**src/hw/rtl/sheq_pkg.sv**
```systemverilog
`default_nettype none
package sheq_pkg;

  localparam int HW = 30;
  localparam int POS_W = 19;
  localparam int SPAN_W = 20;
  localparam int END_W = 21;
  localparam int CMP_W = 22;
  localparam int DEF_MAX_LEN = 524288;
  localparam logic [HW-1:0] HASH_MOD = 30'd1000000009;
  localparam logic [HW-1:0] HASH_BASE = 30'd31;

  typedef enum logic [1:0] {
    ACT_APPEND = 2'd0,
    ACT_QUERY  = 2'd1,
    ACT_CLEAR  = 2'd2,
    ACT_RSVD   = 2'd3
  } act_t;

  typedef struct packed {
    act_t              kind;
    logic [7:0]        ch;
    logic [POS_W-1:0]  a;
    logic [POS_W-1:0]  b;
    logic [POS_W-1:0]  d;
    logic [END_W-1:0]  a_end;
    logic [END_W-1:0]  b_end;
  } entry_t;

  typedef enum logic [3:0] {
    S_IDLE,
    S_AP_START,
    S_AP_WAIT1,
    S_AP_WAIT2,
    S_Q_CHECK,
    S_Q_RD1,
    S_Q_RD2,
    S_Q_RD3,
    S_Q_RD4,
    S_Q_RD5,
    S_Q_MUL,
    S_Q_WAIT,
    S_Q_OUT
  } state_t;

  // (e - s) mod p for e, s already reduced
  function automatic logic [HW-1:0] mod_sub(input logic [HW-1:0] e, input logic [HW-1:0] s);
    logic [HW:0] t;
    t = {1'b0, e} - {1'b0, s};
    if (e < s) t = t + {1'b0, HASH_MOD};
    return t[HW-1:0];
  endfunction

  function automatic logic [HW-1:0] mod_add(input logic [HW-1:0] x, input logic [HW-1:0] y);
    logic [HW:0] t;
    t = {1'b0, x} + {1'b0, y};
    if (t >= {1'b0, HASH_MOD}) t = t - {1'b0, HASH_MOD};
    return t[HW-1:0];
  endfunction

endpackage
`default_nettype wire

```
**src/hw/rtl/sheq_queue.sv**
```systemverilog
`default_nettype none
module sheq_queue
  import sheq_pkg::*;
(
  input  wire logic   clk,
  input  wire logic   rst,
  input  wire logic   in_valid,
  output logic        in_ready,
  input  wire entry_t in_ent,
  output logic        out_valid,
  input  wire logic   out_ready,
  output entry_t      out_ent
);

  entry_t slots [2];
  logic wr_ptr, rd_ptr;
  logic [1:0] count;
  logic push, pop;

  assign in_ready = (count != 2'd2);
  assign out_valid = (count != 2'd0);
  assign out_ent = slots[rd_ptr];
  assign push = in_valid && in_ready;
  assign pop = out_valid && out_ready;

  always_ff @(posedge clk) begin
    if (rst) begin
      wr_ptr <= 1'b0;
      rd_ptr <= 1'b0;
      count <= 2'd0;
    end else begin
      if (push) wr_ptr <= !wr_ptr;
      if (pop) rd_ptr <= !rd_ptr;
      count <= count + {1'b0, push} - {1'b0, pop};
    end
    if (push) slots[wr_ptr] <= in_ent;
  end

endmodule
`default_nettype wire

```
**config.mk**
```make
export PLATFORM = sky130hd
export DESIGN_NAME = sheq_queue
export DESIGN_NICKNAME = d
export VERILOG_FILES = /design/src/hw/rtl/sheq_pkg.sv /design/src/hw/rtl/sheq_queue.sv
export SDC_FILE = /design/constraint.sdc
export NUM_CORES = 1
export LEC_CHECK = 0
export ABC_AREA = 1
export BUFFER_PORTS_ARGS = -buffer_cell sky130_fd_sc_hd__clkbuf_2
export CORE_ASPECT_RATIO = 1.1
export CORE_MARGIN = 4
export CORE_UTILIZATION = 45
export CTS_CLUSTER_SIZE = 16
export DETAILED_ROUTE_END_ITERATION = 6
export PLACE_DENSITY = 0.72
export SYNTH_ARGS = -nofsm -noshare
export SYNTH_HDL_FRONTEND = slang
export SYNTH_SLANG_ARGS = --single-unit
export TNS_END_PERCENT = 100
```
**constraint.sdc**
```tcl
create_clock -name clk -period 15.8 [get_ports clk]
set_input_delay 2.37 -clock clk [delete_from_list [all_inputs] [get_ports clk]]
set_output_delay 2.37 -clock clk [all_outputs]
set_load 0.02 [all_outputs]
```
==> results of run 1 <==
layout by cell type (no fill, tap or decap), types with 2 or more instances in the layout:
cell type and count:
clkbuf_2 223, edfxtp_1 218, mux2_2 99, clkbuf_16 23
mux2_4 10, inv_1 8, nand2_1 8, nor2_1 7
clkinv_1 4, clkinvlp_4 4, clkinv_2 4, dfxtp_1 4
buf_4 4, clkbuf_1 3, nor2_4 2, a21oi_1 2
flip-flops by register name, indices dropped and copies added, names as in the netlist, named ones only:
register  flops
slots       218
count         2
rd_ptr        1
wr_ptr        1
cell families after synthesis:
logic type,count (synthesis),share of synthesized area [%]
flops,223,81.8
mux,109,15.6
buf+inv,20,1.34
simple gates,19,0.908
compound gates,2,0.123
xor+xnor,1,0.108
fa+ha+maj,1,0.154
metrics by stage:
stage	utilization, %	hold WS [ns]
after floorplan	-	0.467
after global routing	57.5	0.548
after CTS	57.5	0.520
final	57.5	0.516
after detailed placement	53.6	0.503
after global placement	53.6	0.484
worst max-delay path: cells and delay by family (launching register included):
kind / cells / cell delay [ns]
buf+inv: 2 / 0.92
flops: 1 / 0.78
mux: 1 / 0.41
layer usage:
metal	GRT usage (%)	part of all wire, %
met4	4.33	1.5
met2	25.9	52
met1	16.2	37
met3	4.96	9.2
met5	0	0.059
final cells by class:
| type | instances | area, µm² |
|---|---|---|
| fillers | 1418 | 7540 |
| flip-flops and latches | 223 | 6650 |
| multi-input cells | 132 | 1390 |
| repair buffers | 227 | 1150 |
| clock buffers | 26 | 587 |
| well taps | 238 | 298 |
| clock inverters | 14 | 104 |
| inverters | 8 | 30.0 |
synthesized netlist by cell type (all sizes together):
master	number
buf	12
nand3	1
a21oi	2
nand2	8
dfxtp	5
edfxtp	218
nor2	9
inv	8
nor3	1
xnor2	1
ha	1
mux2	109
worst min path at each step:
stage                      start        end  slack [ns]  cells after the start
after floorplan           rd_ptr  flip-flop        0.47                      2
after global placement    rd_ptr     rd_ptr        0.48                      2
after detailed placement  rd_ptr  flip-flop        0.50                      2
after CTS                 rd_ptr  flip-flop        0.52                      2
after global routing      rd_ptr     rd_ptr        0.55                      2
final                     rd_ptr  flip-flop        0.52                      2
power breakdown:
part / switching (µW) / internal, µW
Clock: 207 / 283
Sequential: 34.1 / 751
Combinational: 261 / 166
Total: 502 / 1200
==> impl_metrics.py, run 1 <==
metrics = {
    "worst_setup_path": {
        "r2r_end": "slots[1][13]",
        "ff2ff_setup_slack_ns": 12.95,
        "worstSetupStartpointType": "flip-flop",
        "crit_required_ns": 13.43,
        "cp_slowest_cell": "dfxtp_4",
        "cp_max_fo": 59,
        "crit_chain": "buf_4 -> mux2_2 -> clkbuf_2",
        "crit_end": "out_ent[2]",
        "critPathKind": "flip-flop to output port",
        "critPathMaxStageDelay_ns": 0.78,
        "reg2regPathDepth": 5,
        "timing.rr.start": "count[0]",
        "cp.arrival_ns": 2.68,
        "cp-end-kind": "output port",
    },
    "final_layout": {
        "nets": 728,
        "final_cell_area_um2": 10200,
        "layout-drive-gt1-share_pct": 59.0,
        "diodes": 0,
        "area_growth_pct": 25.5,
        "layout.cells.non_filler": 868,
    },
    "timing": {
        "fmax_mhz": 198,
        "drv_slew": 0,
        "worstMarginPinSlew_ns": 1.11,
        "hold_viol_final": 0,
        "tns_ns": 0,
        "setup_viol": 0,
        "relSlewSlack_pct": 25.8,
        "rsz0062_at_grt": "false",
        "finalWorstSetupSlack_ns": 10.75,
        "fin_skew_ns": 0.0117,
        "fin_crit_ns": 5.05,
        "min_period_over_period_pct": 31.9,
    },
    "route": {
        "drt_iter0_drc": 136,
        "dr.pass1.iters": 4,
        "vias_per_cell": 4.88,
        "routed_wirelength_um": 15100,
        "num_vias": 4232,
        "drt_drc_violations_left": 0,
        "wl_per_cell_um": 17.4,
        "ant_nets": 0,
    },
    "synth": {
        "synth_fp_nets": 489,
        "yosysTopAreaCellShare_pct": 80.6,
        "synth.area.top_cells": "edfxtp_1 (81%), mux2_2 (14%), mux2_4 (1.8%)",
        "ys_seq_elements": 223,
        "ys.warnings.count": 0,
        "yosys.area.top_type": "edfxtp_1",
        "seq_area_frac_synth_pct": 81.8,
        "syn_avg_cell_area_um2": 21.7,
        "synthesis.area_um2": 8130,
        "synth_cell_types": 14,
        "syn_inst": 375,
    },
    "grt": {
        "antenna_found_initial": 1,
        "grt_max_degree": 82,
        "grt-ovfl-total": 0,
        "grt_pass1_vias": 4622,
        "grt_usage_pct": 14.4,
        "grt_pass1_wl_um": 22900,
    },
    "pwr": {
        "leakage_uw": 0.00387,
        "powerDensity_nw_per_um2": 167,
        "peakVddDrop_mv": 0.114,
        "p_total_uw": 1700,
    },
    "place": {
        "placed_cell_area_um2": 9510,
        "dp.cells": 828,
        "dp_slack_ns": 10.95,
        "gp_congestion": 0.704,
        "port_buffers": 223,
        "dp_hpwl_um": 10100,
    },
    "floorplanning": {
        "start_util_pct": 45.8,
        "die_w_um": 136,
        "die-area_um2": 20300,
        "rows": 51,
        "core-area_um2": 17700,
        "pin_count": 224,
        "die_y_um": 149,
    },
    "clocking": {
        "cts_tree": "done",
        "insertion_delay_ns": 0.49,
        "cts.clk_slew.worst_paths_ns": 0.06,
        "cts_root_buffer": "clkbuf_16",
        "max-clock-path-buffers": 3,
        "htreeDepth": 1,
        "cts_setup_buffers": 0,
        "ctsResizeCount": 0,
        "cts_buffers": 22,
        "holdBufCountCts": 0,
        "clock_sinks": 223,
    },
    "run": {
        "drv_cap": 0,
    },
    "worst_hold_path": {
        "hp-class": "flip-flop to flip-flop",
    },
    "outcome": {
        "status": "complete, no violations",
    },
}
No activity file was read; power rests on OpenSTA's default activity.
==> run 2: changes to the inputs <==
--- a/config.mk
+++ b/config.mk
@@ -5,7 +5,7 @@
 export SDC_FILE = /design/constraint.sdc
 export NUM_CORES = 1
 export LEC_CHECK = 0
-export ABC_AREA = 1
+export ABC_AREA = 0
 export BUFFER_PORTS_ARGS = -buffer_cell sky130_fd_sc_hd__clkbuf_2
 export CORE_ASPECT_RATIO = 1.1
 export CORE_MARGIN = 4
==> constraint.sdc (replaced) <==
create_clock -name clk -period 4.71 [get_ports clk]
set_input_delay 0.7065 -clock clk [delete_from_list [all_inputs] [get_ports clk]]
set_output_delay 0.7065 -clock clk [all_outputs]
set_load 0.02 [all_outputs]
==> impl_metrics.py, run 2 <==
metrics = {
    "timing": {
        "hold_viol_final": 0,
        "rsz0062_at_grt": "false",
        "fin_skew_ns": 0.00923,
        "fin_crit_ns": 2.99,
        "drv_slew": 0,
        "fmax_mhz": 335,
        "setup_viol": 0,
        "min_period_over_period_pct": 63.4,
        "tns_ns": 0,
        "relSlewSlack_pct": 30.8,
        "worstMarginPinSlew_ns": 1.04,
    },
    "pwr": {
        "leakage_uw": 0.00382,
        "powerDensity_nw_per_um2": 505,
        "peakVddDrop_mv": 0.324,
    },
    "synth": {
        "synth_common_cells": "edfxtp_1 (218), mux2_2 (99), mux2_4 (10)",
        "synth.area.top_cells": "edfxtp_1 (80%), mux2_2 (14%), mux2_4 (1.8%)",
        "synthesis.area_um2": 8150,
        "syn_inst": 368,
        "ys_seq_elements": 223,
        "async_reset_ff_share_pct": 0,
        "seq_area_frac_synth_pct": 81.5,
        "synth_edf_count": 218,
        "ys.flop_type": "edfxtp_1",
        "yosysTopAreaCellShare_pct": 80.3,
        "yosysMostFrequentCell": "edfxtp_1",
        "synth_fp_nets": 482,
        "syn_avg_cell_area_um2": 22.1,
        "synth_cell_types": 24,
        "ys.warnings.count": 0,
        "yosys.area.top_type": "edfxtp_1",
    },
    "floorplanning": {
        "core-area_um2": 17700,
        "die-area_um2": 20300,
        "die_y_um": 149,
        "pin_count": 224,
        "die_w_um": 136,
        "rows": 51,
        "start_util_pct": 45.9,
    },
    "run": {
        "drv_cap": 0,
    },
    "final_layout": {
        "diodes": 0,
        "layout.cells.non_filler": 858,
        "area_growth_pct": 24.3,
        "top_regs": "slots (218), count (2)",
        "final_common_cell": "clkbuf_2",
        "regMostFlops": "slots",
        "final_cell_mix": "clkbuf_2 (223), edfxtp_1 (218), mux2_2 (99)",
        "final_cell_area_um2": 10100,
        "register_area_um2": 6650,
        "multi_input_area_um2": 1430,
        "largest_reg_flops": 218,
        "nets": 721,
        "layout-drive-gt1-share_pct": 59.4,
        "fillCellCount": 1406,
    },
    "clocking": {
        "cts.clk_slew.worst_paths_ns": 0.06,
        "clock_sinks": 223,
        "cts_setup_buffers": 0,
        "holdBufCountCts": 0,
        "max-clock-path-buffers": 3,
        "htreeDepth": 1,
        "ctsResizeCount": 0,
        "cts_root_buffer": "clkbuf_16",
        "insertion_delay_ns": 0.48,
        "cts_tree": "done",
        "cts_buffers": 21,
    },
    "route": {
        "drt_iter0_drc": 200,
        "dr_wl_met3_um": 1260,
        "wl_per_cell_um": 17.9,
        "drt_drc_violations_left": 0,
        "dr.pass1.iters": 4,
        "routed_wirelength_um": 15400,
        "vias_per_cell": 4.83,
        "met1_length_um": 6090,
        "maxUsedRoutingLayer": "met4",
        "num_vias": 4143,
        "wl_met2_um": 7630,
        "ant_nets": 0,
    },
    "outcome": {
        "status": "complete, no violations",
    },
    "worst_setup_path": {
        "crit_chain": "buf_12 -> mux2_2 -> clkbuf_2",
        "worstSetupStartpointType": "flip-flop",
        "cp-end-kind": "output port",
        "critPathMaxStageDelay_ns": 0.80,
        "cp.arrival_ns": 2.28,
        "critPathKind": "flip-flop to output port",
        "cp_max_fo": 59,
        "cp_slowest_cell": "dfxtp_4",
        "crit_required_ns": 4.00,
    },
    "grt": {
        "grt_pass1_wl_um": 23700,
        "antenna_found_initial": 0,
        "grt_usage_pct": 14.8,
        "grt_pass1_vias": 4607,
        "grt_max_degree": 80,
        "grt-ovfl-total": 0,
    },
    "place": {
        "port_buffers": 223,
        "gp_congestion": 0.718,
        "dp.cells": 822,
        "placed_cell_area_um2": 9550,
        "dp_hpwl_um": 10500,
    },
    "worst_hold_path": {
        "hp-class": "input port to flip-flop",
    },
}
## run 2: changes by cell type after synthesis, moves of 2 or more
cell,delta
nand2_1,-8
inv_1,-7
nor2_1,-5
and3_1,+2
nor2b_1,+2
o21ai_0,+2
## run 2: cell families after synthesis
kind of cell | count (synthesis) | share of synthesized area [%]
flops | 223 | 81.5
buf+inv | 13 | 1.01
xor+xnor | 1 | 0.107
fa+ha+maj | 1 | 0.153
simple gates | 15 | 1.12
compound gates | 6 | 0.537
mux | 109 | 15.5
## run 2: final cells by class
class / count / share of cell area, %
flip-flops and latches: 223 / 65.6
multi-input cells: 132 / 14.1
repair buffers: 228 / 11.5
clock buffers: 25 / 5.33
well taps: 238 / 2.94
clock inverters: 11 / 0.445
inverters: 1 / 0.0617
## run 2: worst paths after layout
kind	from	endpoint	slack (ns)	depth (start not counted)
hold / removal	in_ent[93]	slots[1][93]	0.41	1
setup reg to reg	count[0]	slots[0][17]	2.35	4
setup / recovery	flip-flop	out_ent[57]	1.72	3
hold reg to reg	rd_ptr	flip-flop	0.50	2
## run 2: metal layers
metal  GRT usage, %  vias to the layer above
met1           18.4                     2006
li1               -                     1941
met5              0                        -
met2           25.0                      162
met3           4.45                       34
met4           4.79                        0
## run 2: critical path, delay by kind of cell (launching register included)
family	cells	cell delay, ns
buf+inv	2	0.53
flops	1	0.80
mux	1	0.40
## run 2: stage by stage
step	setup WS [ns]	util (%)	hold slack, ns	total power (µW)
after floorplan	0.942	-	0.472	3340
after global placement	2.21	53.8	0.485	3690
after detailed placement	2.10	53.8	0.493	3720
after CTS	1.68	57.1	0.388	5190
after global routing	1.61	57.1	0.390	5340
final	1.72	57.1	0.411	5120
## run 2: power breakdown
group | switching (µW) | internal (µW)
clock | 649 | 812
combinational | 672 | 476
sequential | 96.1 | 2410
