### src/hw/rtl/sheq_pkg.sv
`default_nettype none
package sheq_pkg;

  localparam int HW = 30;
  localparam int POS_W = 19;
  localparam int SPAN_W = 20;
  localparam int END_W = 21;
  localparam int CMP_W = 22;
  localparam int DEF_MAX_LEN = 524288;
  localparam logic [HW-1:0] HASH_MOD = 30'd1000000009;
  localparam logic [HW-1:0] HASH_BASE = 30'd31;

  typedef enum logic [1:0] {
    ACT_APPEND = 2'd0,
    ACT_QUERY  = 2'd1,
    ACT_CLEAR  = 2'd2,
    ACT_RSVD   = 2'd3
  } act_t;

  typedef struct packed {
    act_t              kind;
    logic [7:0]        ch;
    logic [POS_W-1:0]  a;
    logic [POS_W-1:0]  b;
    logic [POS_W-1:0]  d;
    logic [END_W-1:0]  a_end;
    logic [END_W-1:0]  b_end;
  } entry_t;

  typedef enum logic [3:0] {
    S_IDLE,
    S_AP_START,
    S_AP_WAIT1,
    S_AP_WAIT2,
    S_Q_CHECK,
    S_Q_RD1,
    S_Q_RD2,
    S_Q_RD3,
    S_Q_RD4,
    S_Q_RD5,
    S_Q_MUL,
    S_Q_WAIT,
    S_Q_OUT
  } state_t;

  // (e - s) mod p for e, s already reduced
  function automatic logic [HW-1:0] mod_sub(input logic [HW-1:0] e, input logic [HW-1:0] s);
    logic [HW:0] t;
    t = {1'b0, e} - {1'b0, s};
    if (e < s) t = t + {1'b0, HASH_MOD};
    return t[HW-1:0];
  endfunction

  function automatic logic [HW-1:0] mod_add(input logic [HW-1:0] x, input logic [HW-1:0] y);
    logic [HW:0] t;
    t = {1'b0, x} + {1'b0, y};
    if (t >= {1'b0, HASH_MOD}) t = t - {1'b0, HASH_MOD};
    return t[HW-1:0];
  endfunction

endpackage
`default_nettype wire

### src/hw/rtl/sheq_front.sv
`default_nettype none
module sheq_front
  import sheq_pkg::*;
(
  input  wire logic              clk,
  input  wire logic              rst,
  input  wire logic              in_valid,
  output logic                   in_ready,
  input  wire logic [1:0]        action,
  input  wire logic [7:0]        char_code,
  input  wire logic [POS_W-1:0]  first_pos,
  input  wire logic [POS_W-1:0]  second_pos,
  input  wire logic [SPAN_W-1:0] span_len,
  output logic                   f_valid,
  input  wire logic              f_ready,
  output entry_t                 f_ent
);

  entry_t ent_next;
  logic act_ok;
  logic [POS_W-1:0] lo, hi;

  always_comb begin
    act_ok = 1'b1;
    ent_next.kind = ACT_APPEND;
    unique case (action)
      ACT_APPEND: ent_next.kind = ACT_APPEND;
      ACT_QUERY: ent_next.kind = ACT_QUERY;
      ACT_CLEAR: ent_next.kind = ACT_CLEAR;
      default: act_ok = 1'b0;
    endcase
    // order the two starts so that lo <= hi
    if (first_pos > second_pos) begin
      lo = second_pos;
      hi = first_pos;
    end else begin
      lo = first_pos;
      hi = second_pos;
    end
    ent_next.ch = char_code;
    ent_next.a = lo;
    ent_next.b = hi;
    ent_next.d = hi - lo;
    ent_next.a_end = {2'b00, lo} + {1'b0, span_len};
    ent_next.b_end = {2'b00, hi} + {1'b0, span_len};
  end

  assign in_ready = !f_valid || f_ready;

  always_ff @(posedge clk) begin
    if (rst) begin
      f_valid <= 1'b0;
    end else begin
      if (f_valid && f_ready) f_valid <= 1'b0;
      if (in_valid && in_ready && act_ok) f_valid <= 1'b1;
    end
    if (in_valid && in_ready) f_ent <= ent_next;
  end

endmodule
`default_nettype wire

### config.mk
export PLATFORM = sky130hd
export DESIGN_NAME = sheq_front
export DESIGN_NICKNAME = d
export VERILOG_FILES = /design/src/hw/rtl/sheq_pkg.sv /design/src/hw/rtl/sheq_front.sv
export SDC_FILE = /design/constraint.sdc
export NUM_CORES = 1
export LEC_CHECK = 0
export BUFFER_PORTS_ARGS = -buffer_cell sky130_fd_sc_hd__clkbuf_2
export CAP_MARGIN = 20
export CORE_UTILIZATION = 54
export DETAILED_ROUTE_END_ITERATION = 12
export PLACE_DENSITY = 0.86
export SLEW_MARGIN = 20
export SYNTH_ARGS = -nofsm -noshare
export SYNTH_HDL_FRONTEND = slang
export SYNTH_SLANG_ARGS = --single-unit
### constraint.sdc
create_clock -name clk -period 9.1 [get_ports clk]
set_clock_uncertainty 0.2 [all_clocks]
set_input_delay 1.82 -clock clk [delete_from_list [all_inputs] [get_ports clk]]
set_output_delay 1.82 -clock clk [all_outputs]
set_load 0.005 [all_outputs]
==> results of run 1 <==
-- per-stage QoR --
stage               hold WS [ns]  power [W]  instance area [um^2]
finish                     0.336    0.00160                  8280
global route               0.384    0.00168                  8280
CTS                        0.344    0.00160                  8280
detailed placement         0.333    0.00117                  7950
global placement           0.304    0.00115                  7950
floorplan                  0.319    0.00100                  6900
-- area by class of cell --
class / count / area [um^2]
fillers: 948 / 3930
multi-input cells: 493 / 3330
flip-flops and latches: 110 / 3290
repair buffers: 185 / 933
clock buffers: 11 / 243
well taps: 168 / 210
inverters: 48 / 180
clock inverters: 5 / 88.8
-- worst min-delay path by stage --
stage                  from       to  slack, ns
global placement    f_valid  f_valid       0.30
global route        f_valid  f_valid       0.38
detailed placement  f_valid  f_valid       0.33
finish              f_valid  f_valid       0.34
CTS                 f_valid  f_valid       0.34
floorplan           f_valid  f_valid       0.32
-- synthesized netlist by cell type (8+ instances only) --
library cell and count:
xnor2_1 32, nor2_1 37, a21oi_1 44, nor2b_1 12, edfxtp_1 109, nand3_1 15, xor2_1 13, nor3_1 18
ha_1 58, nand2b_1 8, a21o_1 12, clkbuf_1 8, inv_1 48, nand2_1 75, o21ai_0 74
-- power groups by stage --
stage	registers [W]	logic [W]	clock network [W]
6_report	0.000681	0.000481	0.000437
2_1_floorplan	0.000701	0.000299	0
4_1_cts	0.000682	0.000478	0.000439
5_1_grt	0.000687	0.000533	0.000459
3_3_place_gp	0.000693	0.000461	0
3_5_place_dp	0.000693	0.000473	0
-- flip-flops by register name (all words and copies together), names as in the netlist --
| register | count |
|---|---|
| f_valid | 1 |
| f_ent | 109 |
-- cells by family (layout without fill, tap and decap cells) --
logic type,Yosys count,count (layout),share of synthesized area [%]
multiplexers,9,9,1.36
buffers and inverters,65,249,3.96
XOR/XNOR,45,45,5.72
AO/OA/AOI/OAI,181,181,16.3
AND/OR/NAND/NOR,198,198,13.8
adder cells (fa/ha/maj),60,60,11.1
flip-flops,110,110,47.8
-- worst max-delay path, stage by stage --
cell      delay (ns)
clkbuf_2        0.10
inv_1           0.08
ha_1            0.43
nand3_2         0.14
nor4_1          0.44
o21ai_1         0.21
a31oi_4         0.37
o21ai_0         0.18
ha_1            0.23
inv_1           0.07
fa_1            0.22
nor2b_1         0.07
o21ai_0         0.36
a21boi_0        0.22
o21ai_0         0.26
a21boi_0        0.16
o21ai_0         0.30
a21oi_1         0.15
nor2_1          0.15
a211oi_1        0.12
a41o_1          0.27
o41ai_1         0.50
o21ai_0         0.18
-- metal layers --
metal	GRT usage, %	up-vias
met3	3.74	40
li1	-	2801
met5	0	-
met4	12.0	0
met2	40.4	215
met1	32.9	2633
==> impl_metrics.env, run 1 <==
export IMPL_drt_first_pass_iters=7
export IMPL_boundaryPins=183
export IMPL_die_y_um=115
export IMPL_cp_endpoint="f_ent[41]"
export IMPL_power_density_nw_per_um2=193
export IMPL_cts_root_buf="clkbuf_16"
export IMPL_synth_top_area_share_pct=47.5
export IMPL_required_ns=8.98
export IMPL_antenna_cells=0
export IMPL_ys_types=63
export IMPL_drtIter0Drc=535
export IMPL_min_path_type="flip-flop to flip-flop"
export IMPL_synthToLayoutAreaGrowth_pct=20.1
export IMPL_clock_path_buffers=2
export IMPL_finalMaxSlewViolations=0
export IMPL_drt_drc_violations_left=0
export IMPL_postCtsSetupRepairBufs=0
export IMPL_ys_seq_area_share_pct=47.8
export IMPL_place_hpwl_um=12700
export IMPL_netlist_area_um2=6900
export IMPL_clock_sinks=110
export IMPL_critPathCaptureType="flip-flop"
export IMPL_grt_pass1_vias=5156
export IMPL_routed_top_layer="met4"
export IMPL_synth_async_reset_ratio_pct=0
export IMPL_r2r_slack_ns=6.79
export IMPL_start_util_pct=56.5
export IMPL_dieArea_um2=13200
export IMPL_place_ws_ns=1.75
export IMPL_nets=979
export IMPL_timing_slew_headroom_pct=35.0
export IMPL_antenna_found_initial=0
export IMPL_core_rowCount=40
export IMPL_final_common_cell="clkbuf_2"
export IMPL_stdcell_count=1020
export IMPL_critPathKind="primary input to flip-flop"
export IMPL_max_freq_mhz=140
export IMPL_switchingPower_w=0.000484
export IMPL_synth_warnings=0
export IMPL_final_cell_mix="182 x clkbuf_2, 109 x edfxtp_1, 75 x nand2_1, 74 x o21ai_0, 58 x ha_1"
export IMPL_fin_crit_sh_pct=78.5
export IMPL_cts_hold_buf=0
export IMPL_cts_resized=0
export IMPL_wl_per_cell_um=16.1
export IMPL_internal_power_w=0.00112
export IMPL_critPathLaunchType="primary input"
export IMPL_crit_fanout=10
export IMPL_grt_usage_pct=24.9
export IMPL_r2r_cells=3
export IMPL_grt_first_pass_wirelength_um=24900
export IMPL_grt_overflow_total=0
export IMPL_peakVddDrop_v=0.0000872
export IMPL_cts_buffers_inserted=9
export IMPL_pwr_share_clk_pct=27.3
export IMPL_p_sw_share_pct=30.3
export IMPL_syn_area_per_cell_um2=10.3
export IMPL_die_w_um=115
export IMPL_fin_util_pct=67.8
export IMPL_cap_violations=0
export IMPL_worstSkewPairLatency_ns=0.35
export IMPL_tns_ns=0
export IMPL_met3_length_um=975
export IMPL_m1WireLength_um=7280
export IMPL_routed_wirelength_um=16400
export IMPL_drt_antenna_violating_nets=0
export IMPL_path_clk_slew_ns=0.07
export IMPL_crit_reg2reg_capture="f_ent[53]"
export IMPL_grt_max_degree=80
export IMPL_status="complete, no violations"
export IMPL_hold_depth=2
export IMPL_crit_path_start="second_pos[17]"
export IMPL_num_vias=5689
export IMPL_cts_tree="done"
export IMPL_worst_slew_pin_slew_ns=0.974
export IMPL_seqPwrFrac_pct=42.6
export IMPL_syn_nets=800
export IMPL_timing_rr_start="f_valid"
export IMPL_synth_area_leader_cell="edfxtp_1"
export IMPL_ys_ff_latch=110
export IMPL_arrival_ns=7.03
export IMPL_setup_viol=0
export IMPL_rsz0062_at_grt="no"
export IMPL_h_tree_depth=3
export IMPL_postLayoutSetupSlackWorst_ns=1.95
export IMPL_cellLeakagePower_nw=3.70
export IMPL_routed_wl_met2_um=7590
export IMPL_place_inst=1004
export IMPL_ys_flop_type="edfxtp_1"
export IMPL_portBuffers=182
export IMPL_pwr_share_comb_pct=30.1
export IMPL_via_per_inst=5.58
export IMPL_hold_violations=0
export IMPL_period_needed_ns=7.15
export IMPL_synth_edf_count=109
export IMPL_gp_congestion=0.945
export IMPL_design_core_area_um2=12200
export IMPL_synth_cells=668
export IMPL_synth_area_leaders="edfxtp_1 47%, ha_1 11%, o21ai_0 5.4%"
export IMPL_final_layout_size_suffix_gt1_share_pct=25.8
Power figures use the tool's default switching activity.
==> run 2, diff against run 1 <==
- ABC_AREA: default -> 1
- CORE_UTILIZATION: 54 -> 49
- PLACE_DENSITY: 0.86 -> 0.82
- clock period: 9.1 -> 5.9 ns (I/O delays scaled with it)
==> run 2 against run 1 <==
Cell area increased by 3.1%. Sequential cell count unchanged. Setup slack got worse by 1.5 ns. Combinational power increased by 71%. Register-to-register slack got worse by 2.8 ns. Global-route usage decreased by 0.82 points. Sequential power increased by 56%. Clock power increased by 48%. Wire length increased by 7.6%. Critical path depth decreased by 1. Largest cell class is now sequential cells.
==> impl_metrics.env, run 2 <==
export IMPL_synth_warnings=0
export IMPL_synthMostInstantiatedCell="nand2_1"
export IMPL_cellLeakagePower_nw=4.29
export IMPL_power_density_nw_per_um2=297
export IMPL_timing_slew_headroom_pct=62.8
export IMPL_p_sw_share_pct=31.7
export IMPL_die_w_um=122
export IMPL_required_ns=5.78
export IMPL_path_clk_slew_ns=0.07
export IMPL_synth_area_leader_cell="edfxtp_1"
export IMPL_drt_antenna_violating_nets=0
export IMPL_synthSimpleGateAreaFrac_pct=18.0
export IMPL_cts_tree="done"
export IMPL_final_layout_size_suffix_gt1_share_pct=25.0
export IMPL_routed_wirelength_um=17700
export IMPL_yosys_area_share_adder_pct=10.9
export IMPL_rsz0062_at_grt="no"
export IMPL_pwr_share_clk_pct=25.5
export IMPL_critPathCaptureType="flip-flop"
export IMPL_antenna_cells=0
export IMPL_finalMaxSlewViolations=0
export IMPL_synth_top_family_by_area="simple AND/OR/NAND/NOR gates"
export IMPL_tns_ns=0
export IMPL_synth_xor_area_share_pct=5.59
export IMPL_m1WireLength_um=7950
export IMPL_setup_viol=0
export IMPL_num_vias=5962
export IMPL_drt_drc_violations_left=0
export IMPL_cts_root_buf="clkbuf_16"
export IMPL_wl_per_cell_um=15.2
export IMPL_synth_cells=776
export IMPL_synth_area_leaders="edfxtp_1 46%, nand2_1 10%, ha_1 10%"
export IMPL_ys_flop_type="edfxtp_1"
export IMPL_status="complete, no violations"
export IMPL_largest_reg_flops=109
export IMPL_synth_top_area_share_pct=46.4
export IMPL_critPathKind="primary input to flip-flop"
export IMPL_worstSkewPairLatency_ns=0.35
export IMPL_antenna_found_initial=0
export IMPL_ys_types=40
export IMPL_max_freq_mhz=183
export IMPL_netlist_area_um2=7050
export IMPL_met3_length_um=884
export IMPL_portBuffers=182
export IMPL_syn_area_per_cell_um2=9.08
export IMPL_place_hpwl_um=14600
export IMPL_ys_ff_latch=110
export IMPL_worst_slew_pin_slew_ns=0.557
export IMPL_synthToLayoutAreaGrowth_pct=21.1
export IMPL_min_path_type="flip-flop to flip-flop"
export IMPL_synthMuxAreaShare_pct=0
export IMPL_final_common_cell="nand2_1"
export IMPL_nets=1106
export IMPL_top_register="f_ent"
export IMPL_syn_nets=908
export IMPL_grt_overflow_total=0
export IMPL_fin_util_pct=61.3
export IMPL_grt_first_pass_wirelength_um=27000
export IMPL_grt_usage_pct=24.1
export IMPL_synth_async_reset_ratio_pct=0
export IMPL_hold_violations=0
export IMPL_cap_violations=0
export IMPL_final_cell_mix="195 x nand2_1, 182 x clkbuf_2, 122 x inv_1, 109 x edfxtp_1, 60 x a21oi_1"
export IMPL_clock_sinks=110
export IMPL_yosys_top_cells_count="195 x nand2_1, 122 x inv_1, 109 x edfxtp_1, 60 x a21oi_1, 58 x ha_1"
export IMPL_arrival_ns=5.36
export IMPL_grt_pass1_vias=5654
export IMPL_period_needed_ns=5.47
export IMPL_routed_wl_met2_um=8210
export IMPL_dieArea_um2=14900
export IMPL_postCtsSetupRepairBufs=0
export IMPL_h_tree_depth=3
export IMPL_drt_first_pass_iters=5
export IMPL_cts_buffers_inserted=9
export IMPL_gp_congestion=0.972
export IMPL_reg_top3="f_ent x109, f_valid x1"
export IMPL_switchingPower_w=0.000803
export IMPL_cts_resized=0
export IMPL_boundaryPins=183
export IMPL_ys_seq_area_share_pct=46.7
export IMPL_internal_power_w=0.00173
export IMPL_core_rowCount=43
export IMPL_seqPwrFrac_pct=41.9
export IMPL_cts_hold_buf=0
export IMPL_fin_crit_sh_pct=92.7
export IMPL_grt_max_degree=38
export IMPL_peakVddDrop_v=0.000135
export IMPL_clock_path_buffers=2
export IMPL_drtIter0Drc=341
export IMPL_design_core_area_um2=13900
export IMPL_via_per_inst=5.14
export IMPL_pwr_share_comb_pct=32.5
export IMPL_critPathLaunchType="primary input"
export IMPL_crit_fanout=23
export IMPL_routed_top_layer="met4"
export IMPL_synth_edf_count=109
export IMPL_start_util_pct=50.6
export IMPL_synth_compound_area_share_pct=10.8
export IMPL_die_y_um=122
## run 2: changes by cell type in the layout (fill, tap and decap cells not counted), moves of 19 or more
cell	change
o21ai_1	+19
o21ai_0	-46
nand2_1	+120
inv_1	+74
nand3_1	+19
## run 2: path summary, 6_finish.rpt
| kind | end | slack (ns) | depth (start not counted) | start |
|---|---|---|---|---|
| max reg2reg | f_ent[57] | 3.97 | 2 | f_valid |
| min | f_valid | 0.34 | 2 | f_valid |
| max | f_ent[39] | 0.43 | 22 | second_pos[4] |
| min reg2reg | f_valid | 0.34 | 2 | f_valid |
## run 2: worst max-delay path: stages
cell and delay, ns:
clkbuf_2 0.11, inv_1 0.06, ha_1 0.36, nand2_1 0.12, nor2_1 0.20, nand4_1 0.12
nor2_2 0.14, nand3_4 0.15, nand2_4 0.27, nand2_4 0.08, nand2_4 0.09, ha_1 0.19
inv_1 0.07, fa_1 0.42, nor3_1 0.22, nor2_1 0.10, o21ai_0 0.29, a31oi_1 0.22
o21ai_0 0.31, a21boi_0 0.19, o21ai_0 0.32, xor2_1 0.12
## run 2: layer usage
layer | track usage (%) | vias to the layer above
li1 | - | 2996
met1 | 31.3 | 2726
met2 | 39.2 | 199
met3 | 3.28 | 41
met4 | 12.5 | 0
met5 | 0 | -
## run 2: through the flow
stage | cells | cell area (um^2) | hold WS [ns] | total power, W | setup WS (ns)
3_5_place_dp | 1143 | 8220 | 0.338 | 0.00190 | 0.0784
5_1_grt | 1159 | 8540 | 0.384 | 0.00267 | 0.00217
4_1_cts | 1159 | 8540 | 0.347 | 0.00255 | 0.428
6_report | 1159 | 8540 | 0.339 | 0.00254 | 0.428
2_1_floorplan | 776 | 7050 | 0.323 | 0.00160 | 0.853
3_3_place_gp | 1142 | 8190 | 0.325 | 0.00188 | 0.251
## run 2: logic make-up after synthesis
family,Yosys count
flops,110
simple gates,292
fa+ha+maj,60
xor+xnor,45
compound gates,136
buf+inv,133
## run 2: power by group through the flow
| stage | clock (W) | combinational, W | sequential (W) |
|---|---|---|---|
| after floorplan | 0 | 0.000511 | 0.00109 |
| after detailed placement | 0 | 0.000818 | 0.00108 |
| after CTS | 0.000659 | 0.000824 | 0.00107 |
| after global placement | 0 | 0.000800 | 0.00108 |
| final | 0.000648 | 0.000824 | 0.00106 |
| after global routing | 0.000679 | 0.000922 | 0.00107 |
## run 2: layout make-up
type                    count  area (um^2)
clock buffers              12          246
clock inverters             4         72.6
fillers                  1189         5400
inverters                 125          469
multi-input cells         533         3200
flip-flops and latches    110         3290
well taps                 180          225
repair buffers            195         1030
